## src/sv/ietlv_pkg.sv

```systemverilog
// ----------------------------------------------------------------------------
// ietlv_pkg
// Shared types and constants for the information-element TLV walker.
// ----------------------------------------------------------------------------
package ietlv_pkg;

    // default walk limit in bytes
    localparam int unsigned IETLV_MAX_BLOB_BYTES = 4096;

    // fixed field widths of the stream payloads
    localparam int unsigned IETLV_BYTE_W     = 8;
    localparam int unsigned IETLV_STATUS_W   = 2;
    localparam int unsigned IETLV_CONSUMED_W = 13;
    localparam int unsigned IETLV_OFFSET_W   = 12;
    localparam int unsigned IETLV_LENGTH_W   = 8;
    localparam int unsigned IETLV_OUT_W      = 40;

    // walk phase
    typedef enum logic [1:0] {
        PH_ID,
        PH_LEN,
        PH_BODY
    } t_phase;

    // walk status codes
    typedef enum logic [IETLV_STATUS_W-1:0] {
        ST_OK        = 2'd0,
        ST_TRUNCATED = 2'd1,
        ST_STRAY     = 2'd2,
        ST_TOO_LONG  = 2'd3
    } t_status;

    // result transaction, first field in the highest bits
    typedef struct packed {
        logic [3:0]                  pad;
        logic [IETLV_LENGTH_W-1:0]   found_length;
        logic [IETLV_OFFSET_W-1:0]   found_offset;
        logic                        found;
        logic [IETLV_CONSUMED_W-1:0] consumed_size;
        t_status                     walk_status;
    } t_result;

endpackage

```

## src/sv/wlan_ie_tlv_walker.sv

```systemverilog
// ----------------------------------------------------------------------------
// wlan_ie_tlv_walker
// Walks an 802.11 information-element blob one byte per transaction and
// reports status, well-formed size and the first element matching an id.
// ----------------------------------------------------------------------------
// The blob arrives one byte per transaction on the slave stream, tlast on its
// final byte; one result transaction follows each tlast. Bytes are taken one
// per cycle, back to back: each byte passes an input register and a single
// small phase update into the result register, and a waiting result only
// stalls the input once a second tlast reaches the update stage. Bytes beyond
// MAX_BLOB_BYTES are ignored and flag status 3. The user must write the
// target id on the cfg channel between blobs (unenforced); it is compared as
// each element completes. After a result the walk state starts clean.
module wlan_ie_tlv_walker
    import ietlv_pkg::*;
#(
    parameter int unsigned MAX_BLOB_BYTES = IETLV_MAX_BLOB_BYTES
) (
    input  logic                    i_clk,
    input  logic                    i_rst_n,
    // configuration: target_id
    input  logic                    i_cfg_valid,
    output logic                    o_cfg_ready,
    input  logic [IETLV_BYTE_W-1:0] i_cfg_data,
    // blob byte stream
    input  logic                    s_axis_tvalid,
    output logic                    s_axis_tready,
    input  logic [IETLV_BYTE_W-1:0] s_axis_tdata,   // [7:0] blob_byte
    input  logic                    s_axis_tlast,   // last_byte
    // result stream
    output logic                    m_axis_tvalid,
    input  logic                    m_axis_tready,
    // [1:0] walk_status, [14:2] consumed_size, [15] found,
    // [27:16] found_offset, [35:28] found_length, [39:36] zero
    output logic [IETLV_OUT_W-1:0]  m_axis_tdata
);

    localparam int unsigned PW = $clog2(MAX_BLOB_BYTES + 1);
    localparam int unsigned SW = PW + 1;
    localparam int unsigned CW = (SW > IETLV_CONSUMED_W) ? SW : IETLV_CONSUMED_W;
    localparam int unsigned OW = (SW > IETLV_OFFSET_W) ? SW : IETLV_OFFSET_W;
    localparam logic [PW-1:0] MAX_POS = PW'(MAX_BLOB_BYTES);

    // configuration register
    logic [IETLV_BYTE_W-1:0] r_target_id;

    // input register
    logic                    r_in_valid;
    logic [IETLV_BYTE_W-1:0] r_in_byte;
    logic                    r_in_last;

    // walk state
    t_phase                    r_phase, n_phase;
    logic [IETLV_BYTE_W-1:0]   r_body_left, n_body_left;
    logic [IETLV_BYTE_W-1:0]   r_cur_id, n_cur_id;
    logic [IETLV_LENGTH_W-1:0] r_cur_len, n_cur_len;
    logic [PW-1:0]             r_pos, n_pos;
    logic [PW-1:0]             r_start, n_start;
    logic                      r_stopped, n_stopped;
    logic                      r_match, n_match;
    logic [IETLV_OFFSET_W-1:0] r_match_off, n_match_off;
    logic [IETLV_LENGTH_W-1:0] r_match_len, n_match_len;

    // result register
    logic    r_out_valid;
    t_result r_out, n_out;

    logic          advance;
    logic          done;
    logic [SW-1:0] hdr_end;
    logic [CW-1:0] consumed;
    logic [OW-1:0] offset_ext;

    // the update stage moves unless a result would overwrite a waiting one
    assign advance       = r_in_valid && (!r_in_last || !r_out_valid || m_axis_tready);
    assign s_axis_tready = !r_in_valid || advance;
    assign o_cfg_ready   = 1'b1;
    assign m_axis_tvalid = r_out_valid;
    assign m_axis_tdata  = r_out;

    // configuration write
    always_ff @(posedge i_clk) begin
        if (!i_rst_n) begin
            r_target_id <= '0;
        end else if (i_cfg_valid) begin
            r_target_id <= i_cfg_data;
        end
    end

    // input register
    always_ff @(posedge i_clk) begin
        if (!i_rst_n) begin
            r_in_valid <= 1'b0;
        end else if (s_axis_tready) begin
            r_in_valid <= s_axis_tvalid;
        end
    end

    always_ff @(posedge i_clk) begin
        if (s_axis_tready && s_axis_tvalid) begin
            r_in_byte <= s_axis_tdata;
            r_in_last <= s_axis_tlast;
        end
    end

    // walk state register
    always_ff @(posedge i_clk) begin
        if (!i_rst_n) begin
            r_phase     <= PH_ID;
            r_body_left <= '0;
            r_cur_id    <= '0;
            r_cur_len   <= '0;
            r_pos       <= '0;
            r_start     <= '0;
            r_stopped   <= 1'b0;
            r_match     <= 1'b0;
            r_match_off <= '0;
            r_match_len <= '0;
        end else begin
            r_phase     <= n_phase;
            r_body_left <= n_body_left;
            r_cur_id    <= n_cur_id;
            r_cur_len   <= n_cur_len;
            r_pos       <= n_pos;
            r_start     <= n_start;
            r_stopped   <= n_stopped;
            r_match     <= n_match;
            r_match_off <= n_match_off;
            r_match_len <= n_match_len;
        end
    end

    assign hdr_end    = SW'(r_start) + SW'(2);
    assign offset_ext = OW'(hdr_end);

    // phase update and result assembly
    always_comb begin
        n_phase     = r_phase;
        n_body_left = r_body_left;
        n_cur_id    = r_cur_id;
        n_cur_len   = r_cur_len;
        n_pos       = r_pos;
        n_start     = r_start;
        n_stopped   = r_stopped;
        n_match     = r_match;
        n_match_off = r_match_off;
        n_match_len = r_match_len;
        done        = 1'b0;
        consumed    = '0;
        n_out       = r_out;

        if (advance) begin
            if (r_pos >= MAX_POS) begin
                n_stopped = 1'b1;
            end else begin
                unique case (r_phase)
                    PH_ID: begin
                        n_cur_id = r_in_byte;
                        n_start  = r_pos;
                        n_phase  = PH_LEN;
                    end
                    PH_LEN: begin
                        n_cur_len = r_in_byte;
                        if (r_in_byte == '0) begin
                            done = 1'b1;
                        end else begin
                            n_body_left = r_in_byte;
                            n_phase     = PH_BODY;
                        end
                    end
                    PH_BODY: begin
                        n_body_left = r_body_left - 1'b1;
                        done        = (r_body_left == IETLV_BYTE_W'(1));
                    end
                    default: begin
                        n_phase = PH_ID;
                    end
                endcase
                n_pos = r_pos + 1'b1;
            end

            // element complete: remember the first match
            if (done) begin
                n_phase = PH_ID;
                if (!r_match && r_cur_id == r_target_id) begin
                    n_match     = 1'b1;
                    n_match_off = offset_ext[IETLV_OFFSET_W-1:0];
                    n_match_len = n_cur_len;
                end
            end

            // end of blob: status and consumed size from the ending phase, status 3 if
            // stopped, the match fields, then clear the walk
            if (r_in_last) begin
                unique case (n_phase)
                    PH_ID: begin
                        n_out.walk_status = ST_OK;
                        consumed          = CW'(n_pos);
                    end
                    PH_LEN: begin
                        n_out.walk_status = ST_STRAY;
                        consumed          = CW'(n_start);
                    end
                    default: begin
                        n_out.walk_status = ST_TRUNCATED;
                        consumed          = CW'(n_start) + CW'(2);
                    end
                endcase
                if (n_stopped) begin
                    n_out.walk_status = ST_TOO_LONG;
                end
                n_out.pad           = '0;
                n_out.consumed_size = consumed[IETLV_CONSUMED_W-1:0];
                n_out.found         = n_match;
                n_out.found_offset  = n_match ? n_match_off : '0;
                n_out.found_length  = n_match ? n_match_len : '0;

                n_phase     = PH_ID;
                n_body_left = '0;
                n_cur_id    = '0;
                n_cur_len   = '0;
                n_pos       = '0;
                n_start     = '0;
                n_stopped   = 1'b0;
                n_match     = 1'b0;
                n_match_off = '0;
                n_match_len = '0;
            end
        end
    end

    // result register
    always_ff @(posedge i_clk) begin
        if (!i_rst_n) begin
            r_out_valid <= 1'b0;
        end else if (advance && r_in_last) begin
            r_out_valid <= 1'b1;
        end else if (m_axis_tready) begin
            r_out_valid <= 1'b0;
        end
    end

    always_ff @(posedge i_clk) begin
        r_out <= n_out;
    end

endmodule

```

## config.mk

```make
export PLATFORM = sky130hd
export DESIGN_NAME = wlan_ie_tlv_walker
export DESIGN_NICKNAME = d
export VERILOG_FILES = /design/src/sv/ietlv_pkg.sv /design/src/sv/wlan_ie_tlv_walker.sv
export SDC_FILE = /design/constraint.sdc
export NUM_CORES = 1
export LEC_CHECK = 0
export BUFFER_PORTS_ARGS = -buffer_cell sky130_fd_sc_hd__buf_2
export CAP_MARGIN = 0
export CELL_PAD_IN_SITES_DETAIL_PLACEMENT = 2
export CELL_PAD_IN_SITES_GLOBAL_PLACEMENT = 2
export CORE_ASPECT_RATIO = 0.6
export CORE_UTILIZATION = 41
export DETAILED_ROUTE_END_ITERATION = 10
export PLACE_DENSITY = 0.86
export REMOVE_ABC_BUFFERS = 1
export SLEW_MARGIN = 10
export SYNTH_ARGS = -nofsm -noshare
export SYNTH_HDL_FRONTEND = slang
export SYNTH_SLANG_ARGS = --single-unit
export TNS_END_PERCENT = 30
```

## constraint.sdc

```tcl
create_clock -name i_clk -period 4.7 [get_ports i_clk]
set_input_delay 0.47 -clock i_clk [delete_from_list [all_inputs] [get_ports i_clk]]
set_output_delay 0.47 -clock i_clk [all_outputs]
set_load 0.02 [all_outputs]
```

# [Yosys cells after proc, flatten, opt, wreduce, memory -nomap -nowiden]
# Cells that the tools add are included.
[totals] n_memories=0 input_bits=22 word_cells=95 output_inout_bits=43 ff_bits=129 rom_bits=0 latch_bits=0 mem_bits_rw=0
[op_classes] n_addsub=4 n_eq_ne=7 order_cmp=1 shift=0 bitwise_logic=0 n_div=0 n_mul=0 reduce_logical=20 mux=43
[op_table] operator="$mux 8" count=12
[op_table] operator="$mux 13" count=6
[op_table] operator="$mux 12" count=3
[op_table] operator="$pmux 13 s2" count=1
[op_table] operator="$pmux 8 s2" count=1
[op_table] operator="$add 13x1->13 const B" count=1
[op_table] operator="$add 13x2->13 const B" count=1
[op_table] operator="$ge 13x13->1 const B" count=1
[op_table] operator="$add 12x2->12 const B" count=1
[op_table] operator="$mux 1" count=12
[op_table] operator="$mux 2" count=5
[op_table] operator="$eq 8x1->1 const B" count=1
[op_table] operator="$eq 8x8->1" count=1
[op_table] operator="$logic_not 8->1" count=1
[op_table] operator="$sub 8x1->8 const B" count=1
[op_table] operator="$pmux 2 s3" count=1
[op_table] operator="$eq 2x1->1 const B" count=2
[op_table] operator="$logic_and 1x1->1" count=4
[op_table] operator="$logic_not 1->1" count=4
[op_table] operator="$logic_not 2->1" count=2
[op_table] operator="$pmux 2 s2" count=1
[op_table] operator="$reduce_and 4->1" count=1
[op_table] operator="$reduce_bool 2->1" count=2
[op_table] operator="$logic_or 1x1->1" count=3
[op_table] operator="other kinds (7)" count=7

# [Depth between registers and ports, before layout]
[depth] ltp_word=9 mapped_depth=14 mapped_depth_nobuf=12

# [Worst setup path before layout]
# No wires, ideal clock.
[synth_path] path_type="register -> register" startpoint="reg r_phase[1]" endpoint="reg r_out (netlist bit m_axis_tdata[11]) (data pin)" t_arrival_ns=2.414 required_time_ns=4.426 path_slack_ns=2.012 path_buffers=1 setup_ns=0.274 stages_incl_launch_ff=14 period_less_slack_ns=2.688 path_cell_list="dfxtp_1 > inv_1 > ha_1 > nand2b_1 > clkbuf_1 > nand2_1 > nand2_1 > ha_1 > nand4_1 > mux2i_1 > nand3_1 > xor2_1 > o21ai_0 > a22oi_1"
[synth_via] elab_chain_cells=8 word_cells_on_any_way=18
[synth_rtl] item="start, declared" line_no="wlan_ie_tlv_walker.sv:53" text="t_phase r_phase, n_phase;"
[synth_rtl] item="start signal, assigned" line_no="wlan_ie_tlv_walker.sv:120" text="r_phase <= n_phase;"
[synth_rtl] item="parallel branches: the longest is 7 deep, another holds $add 13x2->13"
[synth_rtl] item="$pmux 13 s2 *" line_no="wlan_ie_tlv_walker.sv:195" text="unique case (n_phase)"
[synth_rtl] item="end signal, assigned" line_no="wlan_ie_tlv_walker.sv:244" text="r_out <= n_out;"
[synth_rtl] item="end, declared" line_no="wlan_ie_tlv_walker.sv:66" text="t_result r_out, n_out;"
# Every way passes the cells marked *. The select of a mux whose other input is x is not followed.
# A chain may end at the register's enable or synchronous reset.

# [Worst setup path in the final report]
[layout_path] startpoint="reg r_phase[1]" endpoint="reg r_match_off[10]"
[layout_via] elab_chain_cells=6 word_cells_on_any_way=7
[layout_rtl] item="$eq 2x2->1 / $eq 2x1->1 (equally long branches)" line_no="wlan_ie_tlv_walker.sv:156" text="unique case (r_phase)"
[layout_rtl] item="$pmux 1 s2 *" line_no="wlan_ie_tlv_walker.sv:156"
[layout_rtl] item="$mux 1 *" line_no="wlan_ie_tlv_walker.sv:153" text="if (r_pos >= MAX_POS) begin"
[layout_rtl] item="$mux 1 *" line_no="wlan_ie_tlv_walker.sv:152" text="if (advance) begin"
[layout_rtl] item="$mux 12 *" line_no="wlan_ie_tlv_walker.sv:183" text="if (done) begin"
[layout_rtl] item="$mux 12 *" line_no="wlan_ie_tlv_walker.sv:194" text="if (r_in_last) begin"
[layout_rtl] item="end signal, assigned" line_no="wlan_ie_tlv_walker.sv:128" text="r_match_off <= n_match_off;"
[layout_rtl] item="end, declared" line_no="wlan_ie_tlv_walker.sv:61" text="logic [IETLV_OFFSET_W-1:0] r_match_off, n_match_off;"
# Mark *: on every way between the ends. The rest lies on a longest branch, timed or not. The select of a mux whose other input is x is not followed.

==> reports/metrics.yaml <==
placed_area_sq_mm: 0.00698
cts_hold_buf: 0
setup_viol: 0
htreeDepth: 4
yosys.area_share.simple: 0.195
max_clock_freq_mhz: 261
synth-adder-area-share: 0.0189
crit_path_end_kind: "flop"
stdcell_count: 933
detail_route.wirelength_mm: 24.1
relSlewSlack: 0.150
cts_resized: 0
stdcell_area_sq_mm: 0.00760
fp-row-count: 35
timing.setup.tns_ns: 0
synth-compound-area-share: 0.180
ys_warn_count: 0
start_kind: "flop"
critical_path_class: "reg -> reg"
power_mw: 2.86
viasPerCell: 6.11
critPathMaxFanout: 22
dpl.cell_count: 901
remaining_drc_errors: 6
grt_use_total: 0.299
ios: 65
ant_nets: 0
ys_seq_area_frac: 0.458
synth-edff-count: 45
cellLeakagePower_nw: 2.77
drive_above_1_share: 0.164
die_w_um: 166
portBuffers: 59
cp.arrival_ns: 4.16
diodes: 0
outcome: "finished with violations"
synth_area_sq_mm: 0.00662
fp.dieArea_sq_mm: 0.0167
grt_pass1_vias: 6097
nNetsFinal: 749
grt_max_degree: 42
hold_path_class: "in -> reg"
drt_pass1_iterations: 8
power_density_mw_per_mm2: 376
violations: "DRC"
cts_buffers: 17
cts-root-buf: "clkbuf_16"
synth_cells: 687
clk_pin_slew_ns: 0.07
synth-seq-cells: 129
synth_top_family_by_area: "simple AND/OR/NAND/NOR gates"
cp_slowest_stage_delay_ns: 0.82
vias: 5705
cp_cell_sequence: "ha_1 > nand4_1 > a2111o_1 > nor2_2 > nand3_1 > o2bb2ai_1"
core-area_sq_mm: 0.0155
avgRoutedWirePerCell_um: 25.8
vdd_ir_drop_max_uv: 160
area_growth_pct: 15.0
clock_skew_ns: 0.0116
antenna_found_initial: 0
gp_congestion: 0.942
muxShareOfSynthArea: 0.0501
postSynthAreaPerCell_sq_um: 9.63
period_share: 0.815
synth-main-ff-cell: "dfxtp_1"
hold_viol: 0
die_y_um: 100
rsz0062_at_grt: "false"
synthArstFlopShare: 0
synth_xor_area_frac: 0.0503
cts_tree: "built"
cap_violations: 0
ys_types: 55
drv_slew: 0
floorplan.initialDensity: 0.426
grt_pass1_wl_mm: 37.0
required_ns: 5.03
clkLatencyLatePin_ns: 0.43
clock-sinks: 129
drt_iter0_drc: 443
dpl.hpwl_mm: 16.3
postCtsSetupBuffers: 0
grt_overflow: 0
clk_path_buf_depth: 2
crit_slowest_cell: "a2111o_1"
period_needed_ns: 3.83
tightest_slew_ns: 1.27
-- routing by layer --
metal | global-route usage | wire, um | vias up
met1 | 0.395 | 10700 | 2892
met2 | 0.487 | 11100 | 245
li1 | - | - | 2539
met3 | 0.0718 | 2010 | 29
met5 | 0 | 0 | -
met4 | 0.0913 | 325 | 0
-- where the power goes --
| group | internal [mW] | switching (mW) |
|---|---|---|
| Sequential | 1.18 | 0.0232 |
| Clock | 0.855 | 0.607 |
| Combinational | 0.0641 | 0.133 |
-- layout by cell type (no fill, tap or decap), drive strengths merged, types with 20 or more instances in the layout --
cell,count
buf,66
edfxtp,45
dfxtp,84
inv,20
nor2,30
a22oi,33
nand3,31
a21oi,27
nor2b,58
o31ai,23
nor3,23
mux2i,32
o2bb2ai,20
o21ai,33
nand2,53
-- registers in the layout (all words and copies together) (netlist names) --
name	count
r_in_valid	1
r_match_len	8
m_axis_tdata	36
r_cur_len	8
r_in_byte	8
r_phase	2
r_body_left	8
r_pos	13
r_match_off	12
r_match	1
r_target_id	8
r_start	13
r_stopped	1
m_axis_tvalid	1
r_cur_id	8
r_in_last	1
-- synth_stat cells, drive strengths merged (12+ instances only) --
cell | number | area, sq um
dfxtp | 84 | 1680
nor2b | 58 | 363
o21ai | 33 | 169
nand2 | 53 | 199
nor2 | 30 | 115
buf | 15 | 92.6
edfxtp | 45 | 1350
nor3 | 23 | 115
xor2 | 19 | 166
mux2i | 32 | 320
xnor2 | 19 | 166
o31ai | 23 | 186
nand3 | 31 | 155
a22oi | 33 | 248
a21oi | 27 | 135
inv | 12 | 45.0
clkbuf | 43 | 161
o2bb2ai | 20 | 238
-- worst max-delay path, delay by kind of cell, from the launching register on --
family,cells,cell delay [ns]
DFF,1,0.51
AOI/OAI and AO/OA,2,1.27
adders and majority gates,1,0.63
and+or+nand+nor,3,1.30
-- final timing paths --
check | from | end | slack (ns) | depth (start not counted)
worst min register to register | r_match_off[1] | r_match_off[1] | 0.48 | 1
worst max-delay path | r_phase[1] | r_match_off[10] | 0.87 | 6
worst max register to register | r_phase[1] | r_match_off[10] | 0.87 | 6
worst min-delay path | s_axis_tdata[3] | r_in_byte[3] | 0.21 | 1
-- cell type report --
cell class	instances	area [sq um]
Inverter	12	45.0
Timing Repair Buffer	66	348
Fill cell	1635	7940
Tap cell	203	254
Sequential cell	129	3030
Clock inverter	15	198
Multi-Input combinational cell	491	3300
Clock buffer	17	425
-- logic make-up after synthesis --
| group | Yosys count |
|---|---|
| other cells | 2 |
| xor+xnor | 38 |
| fa+ha+maj | 10 |
| compound gates | 162 |
| flops | 129 |
| simple gates | 243 |
| buf+inv | 70 |
| mux | 33 |
-- through the flow --
stage                util  hold WS [ns]  worst slack [ns]
finish              0.489         0.213             0.868
CTS                 0.489         0.202             0.811
detailed placement  0.449         0.455             0.929
floorplan               -         0.433              1.38
global placement    0.449         0.445              1.30
global route        0.489         0.203             0.517
(Power assumes the default switching activity.)
